--- src/hvhe_pkg.sv ---
// ============================================================================
// Heading vote histogram estimator: shared package
// Widths, fixed-point constants, the arctangent table and the status struct
// shared by the top level and the digit-serial vectoring unit.
// ============================================================================
package hvhe_pkg;

  // Binary angle width used for headings (low bits of the 16-bit ports).
  localparam int AngleBits   = 16;
  localparam int HeadW       = 16;
  localparam int StrengthW   = 9;

  // Vote counters.
  localparam int Sectors     = 8;
  localparam int SectorW     = $clog2(Sectors);
  localparam int VoteW       = 8;
  localparam logic [VoteW-1:0] VoteMax        = '1;
  localparam logic [VoteW-1:0] VoteLimitReset = 8'd5;

  // Vector fixed point: 16 fractional bits, cos(45 deg) = 46341 / 65536.
  localparam int FracBits    = 16;
  localparam int DiagCoef    = 46341;

  // Vectoring unit: 32-bit words handled one 8-bit digit per cycle.
  localparam int CordicW     = 32;
  localparam int DigitW      = 8;
  localparam int NumDigits   = CordicW / DigitW;
  localparam int DigitIdxW   = $clog2(NumDigits);
  localparam int PosW        = $clog2(CordicW) + 1;
  localparam int CordicSteps = 16;
  localparam int StepW       = $clog2(CordicSteps);
  localparam int AtanIdxW    = 5;

  // Pre-rotation angles for vectors in the left half plane.
  localparam logic [CordicW-1:0] QuarterTurn      = 32'h4000_0000;
  localparam logic [CordicW-1:0] MinusQuarterTurn = 32'hC000_0000;

  // Configuration port.
  localparam int PaddrW = 3;
  localparam int PdataW = 32;
  localparam logic [0:0] RegVoteLimit = 1'b0;

  // Status from the vectoring unit back to the sequencer.
  typedef struct packed {
    logic done;      // one-cycle pulse when the angle is final
    logic null_vec;  // the input vector was exactly zero
  } cordic_sts_t;

  // atan(2^-i) as a 32-bit binary angle (2^32 is one full turn).
  function automatic logic [CordicW-1:0] atan_turn(input logic [AtanIdxW-1:0] idx);
    logic [CordicW-1:0] val;
    unique case (idx)
      5'd0:    val = 32'h2000_0000;
      5'd1:    val = 32'h12E4_051E;
      5'd2:    val = 32'h09FB_385B;
      5'd3:    val = 32'h0511_11D4;
      5'd4:    val = 32'h028B_0D43;
      5'd5:    val = 32'h0145_D7E1;
      5'd6:    val = 32'h00A2_F61E;
      5'd7:    val = 32'h0051_7C55;
      5'd8:    val = 32'h0028_BE53;
      5'd9:    val = 32'h0014_5F2F;
      5'd10:   val = 32'h000A_2F98;
      5'd11:   val = 32'h0005_17CC;
      5'd12:   val = 32'h0002_8BE6;
      5'd13:   val = 32'h0001_45F3;
      5'd14:   val = 32'h0000_A2FA;
      5'd15:   val = 32'h0000_517D;
      5'd16:   val = 32'h0000_28BE;
      5'd17:   val = 32'h0000_145F;
      5'd18:   val = 32'h0000_0A30;
      5'd19:   val = 32'h0000_0518;
      5'd20:   val = 32'h0000_028C;
      5'd21:   val = 32'h0000_0146;
      5'd22:   val = 32'h0000_00A3;
      5'd23:   val = 32'h0000_0051;
      default: val = '0;
    endcase
    return val;
  endfunction

endpackage

--- src/hvhe_cordic.sv ---
// ============================================================================
// Digit-serial vectoring CORDIC
// Computes atan2(y, x) as a 32-bit binary angle. The x, y and angle words
// rotate through shift registers one 8-bit digit per cycle, so each
// iteration walks the word digit by digit; the adders stay eight bits wide.
// ============================================================================
module hvhe_cordic
  import hvhe_pkg::*;
(
  input  logic               clk_i,
  input  logic               rst_ni,
  input  logic               start_i,
  input  logic [CordicW-1:0] x_i,
  input  logic [CordicW-1:0] y_i,
  output cordic_sts_t        sts_o,
  output logic [CordicW-1:0] z_o
);

  localparam logic [DigitIdxW-1:0] LastDigit = DigitIdxW'(NumDigits - 1);
  localparam logic [StepW-1:0]     LastStep  = StepW'(CordicSteps - 1);

  // Word shift registers and per-word state.
  logic [CordicW-1:0]   x_sr_q, x_sr_d;
  logic [CordicW-1:0]   y_sr_q, y_sr_d;
  logic [CordicW-1:0]   z_sr_q, z_sr_d;
  logic                 x_sign_q, x_sign_d;
  logic                 y_sign_q, y_sign_d;
  logic                 y_nz_q, y_nz_d;
  logic                 nz_acc_q, nz_acc_d;
  logic                 cx_q, cx_d, cy_q, cy_d, cz_q, cz_d;

  // Sequencing.
  logic                 run_q, run_d;
  logic                 done_q, done_d;
  logic                 null_q, null_d;
  logic [DigitIdxW-1:0] dig_q, dig_d;
  logic [StepW-1:0]     step_q, step_d;

  // Pre-rotation of the input vector into the right half plane.
  logic [CordicW-1:0]   x_ld, y_ld, z_ld;

  always_comb begin
    x_ld = x_i;
    y_ld = y_i;
    z_ld = '0;
    if (x_i[CordicW-1]) begin
      if (!y_i[CordicW-1]) begin
        x_ld = y_i;
        y_ld = -x_i;
        z_ld = QuarterTurn;
      end else begin
        x_ld = -y_i;
        y_ld = x_i;
        z_ld = MinusQuarterTurn;
      end
    end
  end

  // One digit of one iteration: operands are the other word shifted right
  // by the step count, read from the not yet overwritten part of its shift
  // register, with the latched sign filling in above the word.
  logic                 dir;
  logic [PosW-1:0]      avail;
  logic [PosW-1:0]      pos;
  logic [DigitW-1:0]    opx, opy, opz;
  logic [CordicW-1:0]   atan_sh;
  logic                 xsub, ysub, zsub;
  logic                 cin_x, cin_y, cin_z;
  logic [DigitW:0]      sum_x, sum_y, sum_z;

  always_comb begin
    dir     = !y_sign_q && y_nz_q;
    avail   = PosW'(CordicW - int'(dig_q) * DigitW);
    opx     = '0;
    opy     = '0;
    pos     = '0;
    for (int b = 0; b < DigitW; b++) begin
      pos    = PosW'(b) + PosW'(step_q);
      opx[b] = (pos < avail) ? y_sr_q[pos[PosW-2:0]] : y_sign_q;
      opy[b] = (pos < avail) ? x_sr_q[pos[PosW-2:0]] : x_sign_q;
    end
    atan_sh = atan_turn(AtanIdxW'(step_q)) >> (int'(dig_q) * DigitW);
    opz     = atan_sh[DigitW-1:0];

    // Positive y rotates clockwise: x grows, y shrinks, the angle grows.
    xsub  = !dir;
    ysub  = dir;
    zsub  = !dir;
    cin_x = (dig_q == '0) ? xsub : cx_q;
    cin_y = (dig_q == '0) ? ysub : cy_q;
    cin_z = (dig_q == '0) ? zsub : cz_q;
    sum_x = {1'b0, x_sr_q[DigitW-1:0]} + {1'b0, opx ^ {DigitW{xsub}}}
          + {{DigitW{1'b0}}, cin_x};
    sum_y = {1'b0, y_sr_q[DigitW-1:0]} + {1'b0, opy ^ {DigitW{ysub}}}
          + {{DigitW{1'b0}}, cin_y};
    sum_z = {1'b0, z_sr_q[DigitW-1:0]} + {1'b0, opz ^ {DigitW{zsub}}}
          + {{DigitW{1'b0}}, cin_z};
  end

  // Load, digit rotation and step counting.
  always_comb begin
    x_sr_d   = x_sr_q;
    y_sr_d   = y_sr_q;
    z_sr_d   = z_sr_q;
    x_sign_d = x_sign_q;
    y_sign_d = y_sign_q;
    y_nz_d   = y_nz_q;
    nz_acc_d = nz_acc_q;
    cx_d     = cx_q;
    cy_d     = cy_q;
    cz_d     = cz_q;
    run_d    = run_q;
    done_d   = 1'b0;
    null_d   = null_q;
    dig_d    = dig_q;
    step_d   = step_q;
    if (run_q) begin
      x_sr_d   = {sum_x[DigitW-1:0], x_sr_q[CordicW-1:DigitW]};
      y_sr_d   = {sum_y[DigitW-1:0], y_sr_q[CordicW-1:DigitW]};
      z_sr_d   = {sum_z[DigitW-1:0], z_sr_q[CordicW-1:DigitW]};
      cx_d     = sum_x[DigitW];
      cy_d     = sum_y[DigitW];
      cz_d     = sum_z[DigitW];
      nz_acc_d = ((dig_q == '0) ? 1'b0 : nz_acc_q) | (|sum_y[DigitW-1:0]);
      if (dig_q == LastDigit) begin
        // The word is complete: latch its sign and zero flag for the next step.
        dig_d    = '0;
        x_sign_d = sum_x[DigitW-1];
        y_sign_d = sum_y[DigitW-1];
        y_nz_d   = nz_acc_q | (|sum_y[DigitW-1:0]);
        if (step_q == LastStep) begin
          run_d  = 1'b0;
          done_d = 1'b1;
          step_d = '0;
        end else begin
          step_d = step_q + 1'b1;
        end
      end else begin
        dig_d = dig_q + 1'b1;
      end
    end else if (start_i) begin
      x_sr_d   = x_ld;
      y_sr_d   = y_ld;
      z_sr_d   = z_ld;
      x_sign_d = x_ld[CordicW-1];
      y_sign_d = y_ld[CordicW-1];
      y_nz_d   = |y_ld;
      null_d   = (x_i == '0) && (y_i == '0);
      run_d    = 1'b1;
      dig_d    = '0;
      step_d   = '0;
    end
  end

  // Control registers.
  always_ff @(posedge clk_i or negedge rst_ni) begin
    if (!rst_ni) begin
      run_q  <= 1'b0;
      done_q <= 1'b0;
      null_q <= 1'b0;
      dig_q  <= '0;
      step_q <= '0;
    end else begin
      run_q  <= run_d;
      done_q <= done_d;
      null_q <= null_d;
      dig_q  <= dig_d;
      step_q <= step_d;
    end
  end

  // Datapath registers.
  always_ff @(posedge clk_i) begin
    x_sr_q   <= x_sr_d;
    y_sr_q   <= y_sr_d;
    z_sr_q   <= z_sr_d;
    x_sign_q <= x_sign_d;
    y_sign_q <= y_sign_d;
    y_nz_q   <= y_nz_d;
    nz_acc_q <= nz_acc_d;
    cx_q     <= cx_d;
    cy_q     <= cy_d;
    cz_q     <= cz_d;
  end

  assign sts_o.done     = done_q;
  assign sts_o.null_vec = null_q;
  assign z_o            = z_sr_q;

endmodule

--- src/heading_vote_histogram_estimator.sv ---
// ============================================================================
// Heading vote histogram estimator
// Eight 45-degree sector vote counters with decay, and the vote-weighted
// circular mean heading found by a digit-serial CORDIC.
// ============================================================================
// Usage:
//   Input channel (in_valid_i / in_stall_o) carries one request: func_i = 0
//   updates the sector of sample_heading_i by the sign of strength_change_i,
//   func_i = 1 clears every counter. Each request yields exactly one result
//   on the output channel (out_valid_o / out_stall_i): estimated_heading_o
//   and no_votes_o.
//   out_valid_o rises after the vote update on the accepting edge, decay,
//   the vector sums, the CORDIC load, its 16 iterations of four 8-bit
//   digits each, the sequencer seeing the CORDIC finish and the result
//   register. One request is in flight at a time: the next is accepted
//   only once the sequencer has returned to idle.
//   A finished result sits in the output register while the next request is
//   accepted; if out_stall_i is still high when the next result is ready,
//   the block waits with in_stall_o high.
//   Reset clears all counters, sets vote_limit to 5 and empties the output.
//   vote_limit is written over the APB port at byte address 0. The user must
//   write it only while idle; the block itself does not enforce this.
// ============================================================================
module heading_vote_histogram_estimator
  import hvhe_pkg::*;
(
  input  logic                        clk_i,
  input  logic                        rst_ni,
  // Request channel
  input  logic                        in_valid_i,
  output logic                        in_stall_o,
  input  logic                        func_i,
  input  logic signed [HeadW-1:0]     sample_heading_i,
  input  logic signed [StrengthW-1:0] strength_change_i,
  // Result channel
  output logic                        out_valid_o,
  input  logic                        out_stall_i,
  output logic signed [HeadW-1:0]     estimated_heading_o,
  output logic                        no_votes_o,
  // Configuration port
  input  logic                        psel,
  input  logic                        penable,
  input  logic                        pwrite,
  input  logic [PaddrW-1:0]           paddr,
  input  logic [PdataW-1:0]           pwdata,
  output logic [PdataW-1:0]           prdata,
  output logic                        pready
);

  typedef enum logic [5:0] {
    StIdle   = 6'b000001,
    StDecay  = 6'b000010,
    StSums   = 6'b000100,
    StStart  = 6'b001000,
    StWait   = 6'b010000,
    StFinish = 6'b100000
  } state_e;

  state_e state_q, state_d;

  logic [VoteW-1:0]   votes_q [Sectors];
  logic [VoteW-1:0]   votes_d [Sectors];
  logic [VoteW-1:0]   vote_limit_q, vote_limit_d;
  logic [CordicW-1:0] xs_q, xs_d, ys_q, ys_d;
  logic               no_votes_q, no_votes_d;
  logic               out_valid_q, out_valid_d;
  logic [HeadW-1:0]   heading_q, heading_d;
  logic               out_nv_q, out_nv_d;

  logic               in_acc;
  logic               out_free;
  cordic_sts_t        cordic_sts;
  logic [CordicW-1:0] cordic_z;

  assign in_acc   = in_valid_i && !in_stall_o;
  assign out_free = !out_valid_q || !out_stall_i;

  // Configuration register access.
  assign pready = 1'b1;
  always_comb begin
    vote_limit_d = vote_limit_q;
    if (psel && penable && pwrite && (paddr[PaddrW-1] == RegVoteLimit)) begin
      vote_limit_d = pwdata[VoteW-1:0];
    end
  end
  assign prdata = (paddr[PaddrW-1] == RegVoteLimit) ?
                  {{(PdataW-VoteW){1'b0}}, vote_limit_q} : '0;

  // Sector selection: round the heading to the nearest 45 degrees.
  logic [AngleBits-1:0] h_rnd;
  logic [SectorW-1:0]   sec_s, sec_fwd, sec_opp, up_idx, down_idx;
  logic                 ch_neg, ch_zero;

  always_comb begin
    h_rnd    = sample_heading_i[AngleBits-1:0] + AngleBits'(1 << (AngleBits - 4));
    sec_s    = h_rnd[AngleBits-1 -: SectorW];
    sec_fwd  = sec_s + SectorW'(3);
    sec_opp  = sec_fwd + SectorW'(Sectors / 2);
    ch_neg   = strength_change_i[StrengthW-1];
    ch_zero  = (strength_change_i == '0);
    up_idx   = ch_neg ? sec_opp : sec_fwd;
    down_idx = ch_neg ? sec_fwd : sec_opp;
  end

  // Vote update, decay and the vector sums.
  logic               over_limit;
  logic               any_vote;
  logic signed [8:0]  sum_a, sum_b;
  logic signed [10:0] sum_d, sum_e;
  logic signed [CordicW-1:0] d_ext, e_ext, diag;

  always_comb begin
    over_limit = 1'b0;
    any_vote   = 1'b0;
    for (int k = 0; k < Sectors; k++) begin
      over_limit = over_limit | (votes_q[k] > vote_limit_q);
      any_vote   = any_vote | (votes_q[k] != '0);
    end
    // Sector centers: 0=-135, 1=-90, 2=-45, 3=0, 4=45, 5=90, 6=135, 7=180.
    sum_a = $signed({1'b0, votes_q[3]}) - $signed({1'b0, votes_q[7]});
    sum_b = $signed({1'b0, votes_q[5]}) - $signed({1'b0, votes_q[1]});
    sum_d = $signed({3'b000, votes_q[4]}) - $signed({3'b000, votes_q[6]})
          - $signed({3'b000, votes_q[0]}) + $signed({3'b000, votes_q[2]});
    sum_e = $signed({3'b000, votes_q[4]}) + $signed({3'b000, votes_q[6]})
          - $signed({3'b000, votes_q[0]}) - $signed({3'b000, votes_q[2]});
    d_ext = CordicW'(sum_d);
    e_ext = CordicW'(sum_e);
    diag  = CordicW'(DiagCoef);
  end

  always_comb begin
    state_d     = state_q;
    votes_d     = votes_q;
    xs_d        = xs_q;
    ys_d        = ys_q;
    no_votes_d  = no_votes_q;
    out_valid_d = out_valid_q;
    heading_d   = heading_q;
    out_nv_d    = out_nv_q;

    if (out_valid_q && !out_stall_i) begin
      out_valid_d = 1'b0;
    end

    unique case (state_q)
      StIdle: begin
        if (in_acc) begin
          if (func_i) begin
            for (int k = 0; k < Sectors; k++) begin
              votes_d[k] = '0;
            end
          end else if (!ch_zero) begin
            for (int k = 0; k < Sectors; k++) begin
              if ((SectorW'(k) == up_idx) && (votes_q[k] != VoteMax)) begin
                votes_d[k] = votes_q[k] + 1'b1;
              end else if ((SectorW'(k) == down_idx) && (votes_q[k] != '0)) begin
                votes_d[k] = votes_q[k] - 1'b1;
              end
            end
          end
          state_d = StDecay;
        end
      end
      StDecay: begin
        // Any counter above the limit pulls every nonzero counter down by one.
        if (over_limit) begin
          for (int k = 0; k < Sectors; k++) begin
            if (votes_q[k] != '0) begin
              votes_d[k] = votes_q[k] - 1'b1;
            end
          end
        end
        state_d = StSums;
      end
      StSums: begin
        xs_d       = {{(CordicW-9-FracBits){sum_a[8]}}, sum_a, {FracBits{1'b0}}}
                   + CordicW'(d_ext * diag);
        ys_d       = {{(CordicW-9-FracBits){sum_b[8]}}, sum_b, {FracBits{1'b0}}}
                   + CordicW'(e_ext * diag);
        no_votes_d = !any_vote;
        state_d    = StStart;
      end
      StStart: begin
        state_d = StWait;
      end
      StWait: begin
        if (cordic_sts.done) begin
          state_d = StFinish;
        end
      end
      StFinish: begin
        if (out_free) begin
          // Round the 32-bit angle to the output angle width.
          if (no_votes_q || cordic_sts.null_vec) begin
            heading_d = '0;
          end else begin
            heading_d = HeadW'(cordic_z[CordicW-1 -: AngleBits]
                      + AngleBits'(cordic_z[CordicW-1-AngleBits]));
          end
          out_nv_d    = no_votes_q;
          out_valid_d = 1'b1;
          state_d     = StIdle;
        end
      end
      default: begin
        state_d = StIdle;
      end
    endcase
  end

  hvhe_cordic u_cordic (
    .clk_i   (clk_i),
    .rst_ni  (rst_ni),
    .start_i (state_q == StStart),
    .x_i     (xs_q),
    .y_i     (ys_q),
    .sts_o   (cordic_sts),
    .z_o     (cordic_z)
  );

  // Control state and vote counters.
  always_ff @(posedge clk_i or negedge rst_ni) begin
    if (!rst_ni) begin
      state_q      <= StIdle;
      vote_limit_q <= VoteLimitReset;
      out_valid_q  <= 1'b0;
      for (int k = 0; k < Sectors; k++) begin
        votes_q[k] <= '0;
      end
    end else begin
      state_q      <= state_d;
      vote_limit_q <= vote_limit_d;
      out_valid_q  <= out_valid_d;
      votes_q      <= votes_d;
    end
  end

  // Payload registers.
  always_ff @(posedge clk_i) begin
    xs_q       <= xs_d;
    ys_q       <= ys_d;
    no_votes_q <= no_votes_d;
    heading_q  <= heading_d;
    out_nv_q   <= out_nv_d;
  end

  assign in_stall_o          = (state_q != StIdle);
  assign out_valid_o         = out_valid_q;
  assign estimated_heading_o = heading_q;
  assign no_votes_o          = out_nv_q;

endmodule
--- config.mk ---
export PLATFORM = sky130hd
export DESIGN_NAME = heading_vote_histogram_estimator
export DESIGN_NICKNAME = d
export VERILOG_FILES = /design/src/hvhe_pkg.sv /design/src/hvhe_cordic.sv /design/src/heading_vote_histogram_estimator.sv
export SDC_FILE = /design/constraint.sdc
export NUM_CORES = 1
export LEC_CHECK = 0
export BUFFER_PORTS_ARGS = -buffer_cell sky130_fd_sc_hd__buf_4
export CAP_MARGIN = 20
export CORE_MARGIN = 1
export CORE_UTILIZATION = 35
export CTS_BUF_LIST = sky130_fd_sc_hd__clkbuf_2
export DETAILED_ROUTE_END_ITERATION = 10
export MAX_ROUTING_LAYER = met4
export PLACE_DENSITY_LB_ADDON = 0.15
export SYNTH_ARGS = -nofsm -noshare
export SYNTH_HDL_FRONTEND = slang
export SYNTH_SLANG_ARGS = --single-unit
--- constraint.sdc ---
create_clock -name clk_i -period 10.7 [get_ports clk_i]
set_input_delay 2.14 -clock clk_i [delete_from_list [all_inputs] [get_ports clk_i]]
set_output_delay 2.14 -clock clk_i [all_outputs]
set_load 0.02 [all_outputs]
; Word-level counts from Yosys, hierarchy flattened
; Memory sizes are Yosys's and may differ from the RTL's.
; Index checks and enable logic that the tools add are counted.
[word_totals]
regBits = 273
romBits = 480
in_bits = 68
out_inout_bits = 52
word_cells = 368
memories = 1
[memory_table]
columns = name, words, word_bits, rd, rd_clocked_by_memory_dff, write_ports, line
row1 = (name not given), 16, 30, 1, 0, 0, hvhe_pkg.sv:52  ; unique case (idx)
[classes]
add_sub_neg = 48
mul = 2
order_cmp = 24
n_eq_ne = 53
shifts = 1
n_mux = 126
bitwise_logic = 21
n_reduce_logical = 61
[ops]
columns = op, count
row1 = two-way mux 32 bit, 12
row2 = two-way mux 64 bit, 4
row3 = two-way mux 8 bit, 25
row4 = one-hot mux 64 bit (2 select lines), 1
row5 = binary-select mux 1 bit (select 5 bit), 14
row6 = adder 8 x 1 -> 8 bit (second input constant), 8
row7 = greater-than comparator 8 bit, 8
row8 = zero test 32 bit, 2
row9 = inequality test 8 bit (second input constant), 8
row10 = negator 32 bit, 2
row11 = nonzero test 8 bit, 8
row12 = subtractor 8 x 1 -> 8 bit (second input constant), 8
row13 = adder 25 x 28 -> 29 bit, 2
row14 = multiplier 11 x 17 -> 28 bit (second input constant), 2
row15 = two-way mux 1 bit, 55
row16 = AND reduction 6 bit, 8
row17 = < comparator 5 x 6 -> 1 bit (second input constant), 7
row18 = < comparator 6 bit, 7
row19 = adder 8 x 8 -> 9 bit, 4
row20 = one-hot mux 6 bit (6 select lines), 1
row21 = inequality test 4 bit (second input constant), 8
row22 = OR reduction 32 bit, 1
row23 = right shift 32 x 5 -> 8 bit, 1
row24 = adder 9 x 1 -> 9 bit, 3
row25 = other kinds (50), 137

; Longest topological paths before layout
[depth]
word_depth = 12
ltp_mapped = 36
mapped_depth_nobuf = 36

; Hierarchy
; From an unflattened synthesis, not the netlist that was laid out.
[hier_totals]
cells_unflattened = 3276
hier_area_um2 = 30400.4
[by_module_without_submodules]
columns = mod, n_inst, cells_per_inst, area_each_um2, seq_area_each_um2
row1 = heading_vote_histogram_estimator, 1, 2068, 18821.8, 4262.8
row2 = hvhe_cordic, 1, 1208, 11578.6, 3318.2

; Worst setup path after synthesis
; Ideal clock, no wire load.
[synth_path]
kind = register -> register
start = reg votes_q[10] (netlist bit)
end = reg xs_q[27], data pin
setup_ns = 0.258
arrival_ns = 7.988
required_time_ns = 10.442
path_slack_ns = 2.454
stages_incl_launch_ff = 36
n_path_buf = 1
synth_period_minus_slack_ns = 8.246
cell_sequence = dfrtp_1 > clkbuf_1 > inv_1 > ha_1 > inv_1 > o21ai_0 > xnor2_1 > fa_1 > inv_1 > ha_1 > inv_1 > nor2_1 > nor2_1 > o21bai_1 > a21oi_1 > o21bai_1 > a21oi_1 > nor2b_1 > nor2_1 > ha_1 > inv_1 > fa_1 > fa_1 > fa_1 > inv_1 > fa_1 > ha_1 > and4_1 > nand2_1 > a211oi_1 > a2111oi_0 > o21ai_0 > a31oi_1 > o21bai_1 > a21oi_1 > xnor2_1
[synth_via]
elab_chain_len = 5
[synth_rtl]
columns = element, line
row1 = from (decl), heading_vote_histogram_estimator.sv:61  ; logic [VoteW-1:0] votes_q [Sectors];
row2 = from (signal assigned), heading_vote_histogram_estimator.sv:234  ; votes_q <= votes_d;
row3 = subtractor 8 x 8 -> 9 bit, heading_vote_histogram_estimator.sv:122  ; sum_d = $signed({3'b000, votes_q[4]}) - $signed({3'b000, votes_q[6]})
row4 = subtractor 9 x 9 -> 10 bit, heading_vote_histogram_estimator.sv:123  ; - $signed({3'b000, votes_q[0]}) + $signed({3'b000, votes_q[2]});
row5 = adder 10 x 9 -> 11 bit, heading_vote_histogram_estimator.sv:123
row6 = multiplier 11 x 17 -> 28 bit, heading_vote_histogram_estimator.sv:177  ; + CordicW'(d_ext * diag);
row7 = adder 25 x 28 -> 29 bit, heading_vote_histogram_estimator.sv:177
row8 = to (signal assigned), heading_vote_histogram_estimator.sv:240  ; xs_q <= xs_d;
row9 = to (decl), heading_vote_histogram_estimator.sv:64  ; logic [CordicW-1:0] xs_q, xs_d, ys_q, ys_d;
; No other way between the ends.
; A chain may end at the register's enable or synchronous reset.

; Worst setup path in the final report
[layout_path]
start = reg votes_q[24] (netlist bit)
end = reg xs_q[27], data pin
; The elaborated chain is that of the path after synthesis.

==> results.yml <==
job:
  cap_viol_max_count: 0
setup_path:
  cp_num_buf_inv: 6
  cp_slowest_cell: "a2111oi_0"
  critical_path.top_delay_family: "adder cells"
  critical_path_arrival_ns: 9.98
  timing_worst_setup_path_type: "flip-flop to flip-flop"
  critical_path_required_ns: 11.44
  worstSetupEndpointType: "flip-flop"
  cp_peak_stage_delay_ns: 0.72
  start_kind: "flip-flop"
  timing.critical_path.fanout_max: 8
yosys:
  yosys_most_used_dff: "edfxtp_1"
  synth-adder-area-share_pct: 22.5
  synth.ff_latch_count: 267
  synth_compound_gate_area_share_pct: 15.7
  yosys-mux-area-fraction_pct: 8.72
  synth_top_family_by_area: "adder cells"
  synth_xor_xnor_area_share_pct: 6.49
  synthDominantCellAreaShare_pct: 18.4
  leading_area_contributor_after_synthesis: "edfxtp_1"
  synth_sequential_area_ratio_pct: 25.9
  avgSynthCellArea_sq_um: 9.26
  mappedNetlistArea_sq_mm: 0.0292
  synthesis.yosys.warnings: 0
  synth.top_cells.by_area: "edfxtp_1, ha_1, fa_1"
  synth_simple_gate_area_share_pct: 13.9
  synth-edff-count: 179
  synth-async-reset-ratio_pct: 33.0
  netlist_instances: 3157
  yosysUniqueCellTypes: 85
timing:
  timing.final.crit_period_ns: 9.23
  max_slew.worst_pin.slew_ns: 1.08
  max_transition_viols_final: 0
  setup_violations: 0
  fmax_ghz: 0.108
  timing_hold_violations_final: 0
  timing.max_slew.rel_slack_pct: 27.9
  fin_crit_share_pct: 86.3
  timing.clock.skew_ns: 0.125
  setup_tns_ns: 0
  rsz_0062_raised_after_global_routing: "false"
place:
  numPortBuffers: 56
  place_congestion: 0.908
  sum_of_net_half_perimeters_after_detailed_placement_microns: 67300
die:
  io_pins: 120
  number_of_placement_rows: 105
  initial_util_pct: 35.5
  core_sq_mm: 0.0824
  die_x_microns: 291
  die_area_sq_mm: 0.0847
  die_h_microns: 291
clock_network:
  root_buffer: "clkbuf_2"
  insertion_delay_ns: 1.09
  maximum_number_of_buffers_from_clock_root_to_sink: 3
  cts_buffers: 78
  cts_stage_hold_buffer_count: 0
  path_clk_slew_ns: 0.10
  clock_tree_from_tritoncts: "done"
  clock-sinks: 267
  post_cts_resize_count: 0
  ctsHtreeMaxLevel: 3
  cts_setup_buffers: 0
drt:
  initialDrtViolationCount: 1633
  drt-total-wl_microns: 87400
  drt-wirelength-per-cell_microns: 20.1
  routed-via-count: 24000
  routed_via_density: 5.53
  post-route-drc-count: 0
  postRouteAntennaNets: 0
  drt_first_pass_iters: 6
grt:
  antenna_found_initial: 2
  first_global_vias: 23800
  wire_length_of_the_first_global_routing_pass_microns: 136000
  grt_start_max_net_pins: 94
  globalRouteOverflowTotal: 0
  gr-usage-all-layers_pct: 21.0
cells_and_area:
  final_nets: 3730
  area_growth_syn_to_layout_pct: 7.53
  drive_gt1_share_pct: 11.2
min_path:
  min_path_type: "flip-flop to flip-flop"
run_status:
  outcome: "finished clean"
==> cells in the final DEF (no fill, tap or decap), types with 24 or more instances in the layout <==
cell type / Yosys / final
dfrtp_1: 85 / 82
nor2b_1: 39 / 38
a21oi_1: 182 / 182
mux2i_1: 24 / 24
o31ai_1: 35 / 35
a21o_1: 59 / 59
nand2b_1: 29 / 29
clkbuf_2: 0 / 117
edfxtp_1: 179 / 179
o21ai_0: 243 / 243
nor4_1: 28 / 28
nand2_1: 285 / 283
buf_4: 25 / 89
fa_1: 109 / 109
nand3_1: 55 / 55
inv_1: 339 / 339
ha_1: 352 / 352
nor3_1: 62 / 62
xor2_1: 88 / 88
and2_1: 46 / 46
xnor2_1: 125 / 125
nand4_1: 28 / 28
nor2_1: 172 / 170
a31oi_1: 38 / 38
conb_1: 2 / 25
mux4_2: 94 / 94
==> routing by layer <==
metal / GRT usage [%] / share of wire (%) / vias to the layer above
li1: - / - / 11400
met1: 26.5 / 44 / 11700
met2: 34.4 / 48 / 661
met3: 2.80 / 4.5 / 161
met4: 7.08 / 2.9 / 0
met5: - / 0 / -
==> registers in the layout, summed over array words and instances (netlist names), 2 cells and up <==
register and flops:
votes_q 64, u_cordic.x_sr_q 32, u_cordic.y_sr_q 32, u_cordic.z_o 32
xs_q 29, ys_q 29, estimated_heading_o 16, vote_limit_q 8
state_q 6, u_cordic.step_q 4, u_cordic.dig_q 2
==> worst paths after layout <==
path / from / depth (start not counted) / to / slack (ns)
worst max-delay path: votes_q[24]$_DFFE_PN0P_ / 33 / xs_q[27]$_DFFE_PP_ / 1.47
worst min-delay path: no_votes_q$_DFFE_PP_ / 0 / no_votes_o$_DFFE_PP_ / 0.51
worst max register to register: votes_q[24]$_DFFE_PN0P_ / 33 / xs_q[27]$_DFFE_PP_ / 1.47
worst min register to register: no_votes_q$_DFFE_PP_ / 0 / no_votes_o$_DFFE_PP_ / 0.51
max in group asynchronous: rst_ni / 2 / votes_q[62]$_DFFE_PN0P_ / 8.28
min in group asynchronous: rst_ni / 1 / votes_q[17]$_DFFE_PN0P_ / 1.02
==> cell type report <==
type                    instances  area (sq um)
fillers                      8305         50900
multi-input cells            2424         19800
flip-flops and latches        267          7590
well taps                    1070          1340
inverters                     341          1280
repair buffers                 89           668
clock buffers                 117           586
clock inverters                24           139
diodes                          6          15.0
==> worst reg2reg max path, delay by kind of cell, from the launching register on <==
family                     cells  cell delay (ns)
and+or+nand+nor                4             0.42
xor gates and xnor gates       2             0.20
AOI/OAI and AO/OA             11             2.96
buffers and inverters          6             0.68
adders and majority gates     10             4.19
DFF                            1             0.42
==> Yosys cell counts, drive strengths merged (85+ instances only) <==
cell / n
inv: 340
dfrtp: 85
ha: 352
clkbuf: 92
xor2: 90
fa: 109
a21oi: 182
nand2: 285
xnor2: 125
mux4: 94
o21ai: 247
edfxtp: 179
nor2: 173
==> cells by family (layout without fill, tap and decap cells) <==
logic type,Yosys count,count (layout)
multiplexers,135,135
other,2,31
AO/OA/AOI/OAI,750,750
AND/OR/NAND/NOR,838,838
buffers and inverters,489,571
adder cells (fa/ha/maj),461,461
flip-flops,267,267
XOR/XNOR,215,215
==> per-stage QoR <==
stage	hold slack (ns)	util [%]	cell area, sq um	setup WS [ns]	cells
floorplan	0.417	-	29300	2.45	3180
CTS	0.508	38.1	31400	1.35	4331
global placement	0.489	37.3	30700	1.49	4189
detailed placement	0.491	37.3	30700	1.47	4190
finish	0.507	38.2	31400	1.47	4338
global route	0.496	38.2	31400	0.796	4338
Power is left out: the tool's default activity adds up to more than one toggle a clock period on the data nets, which glitch-free logic cannot reach.
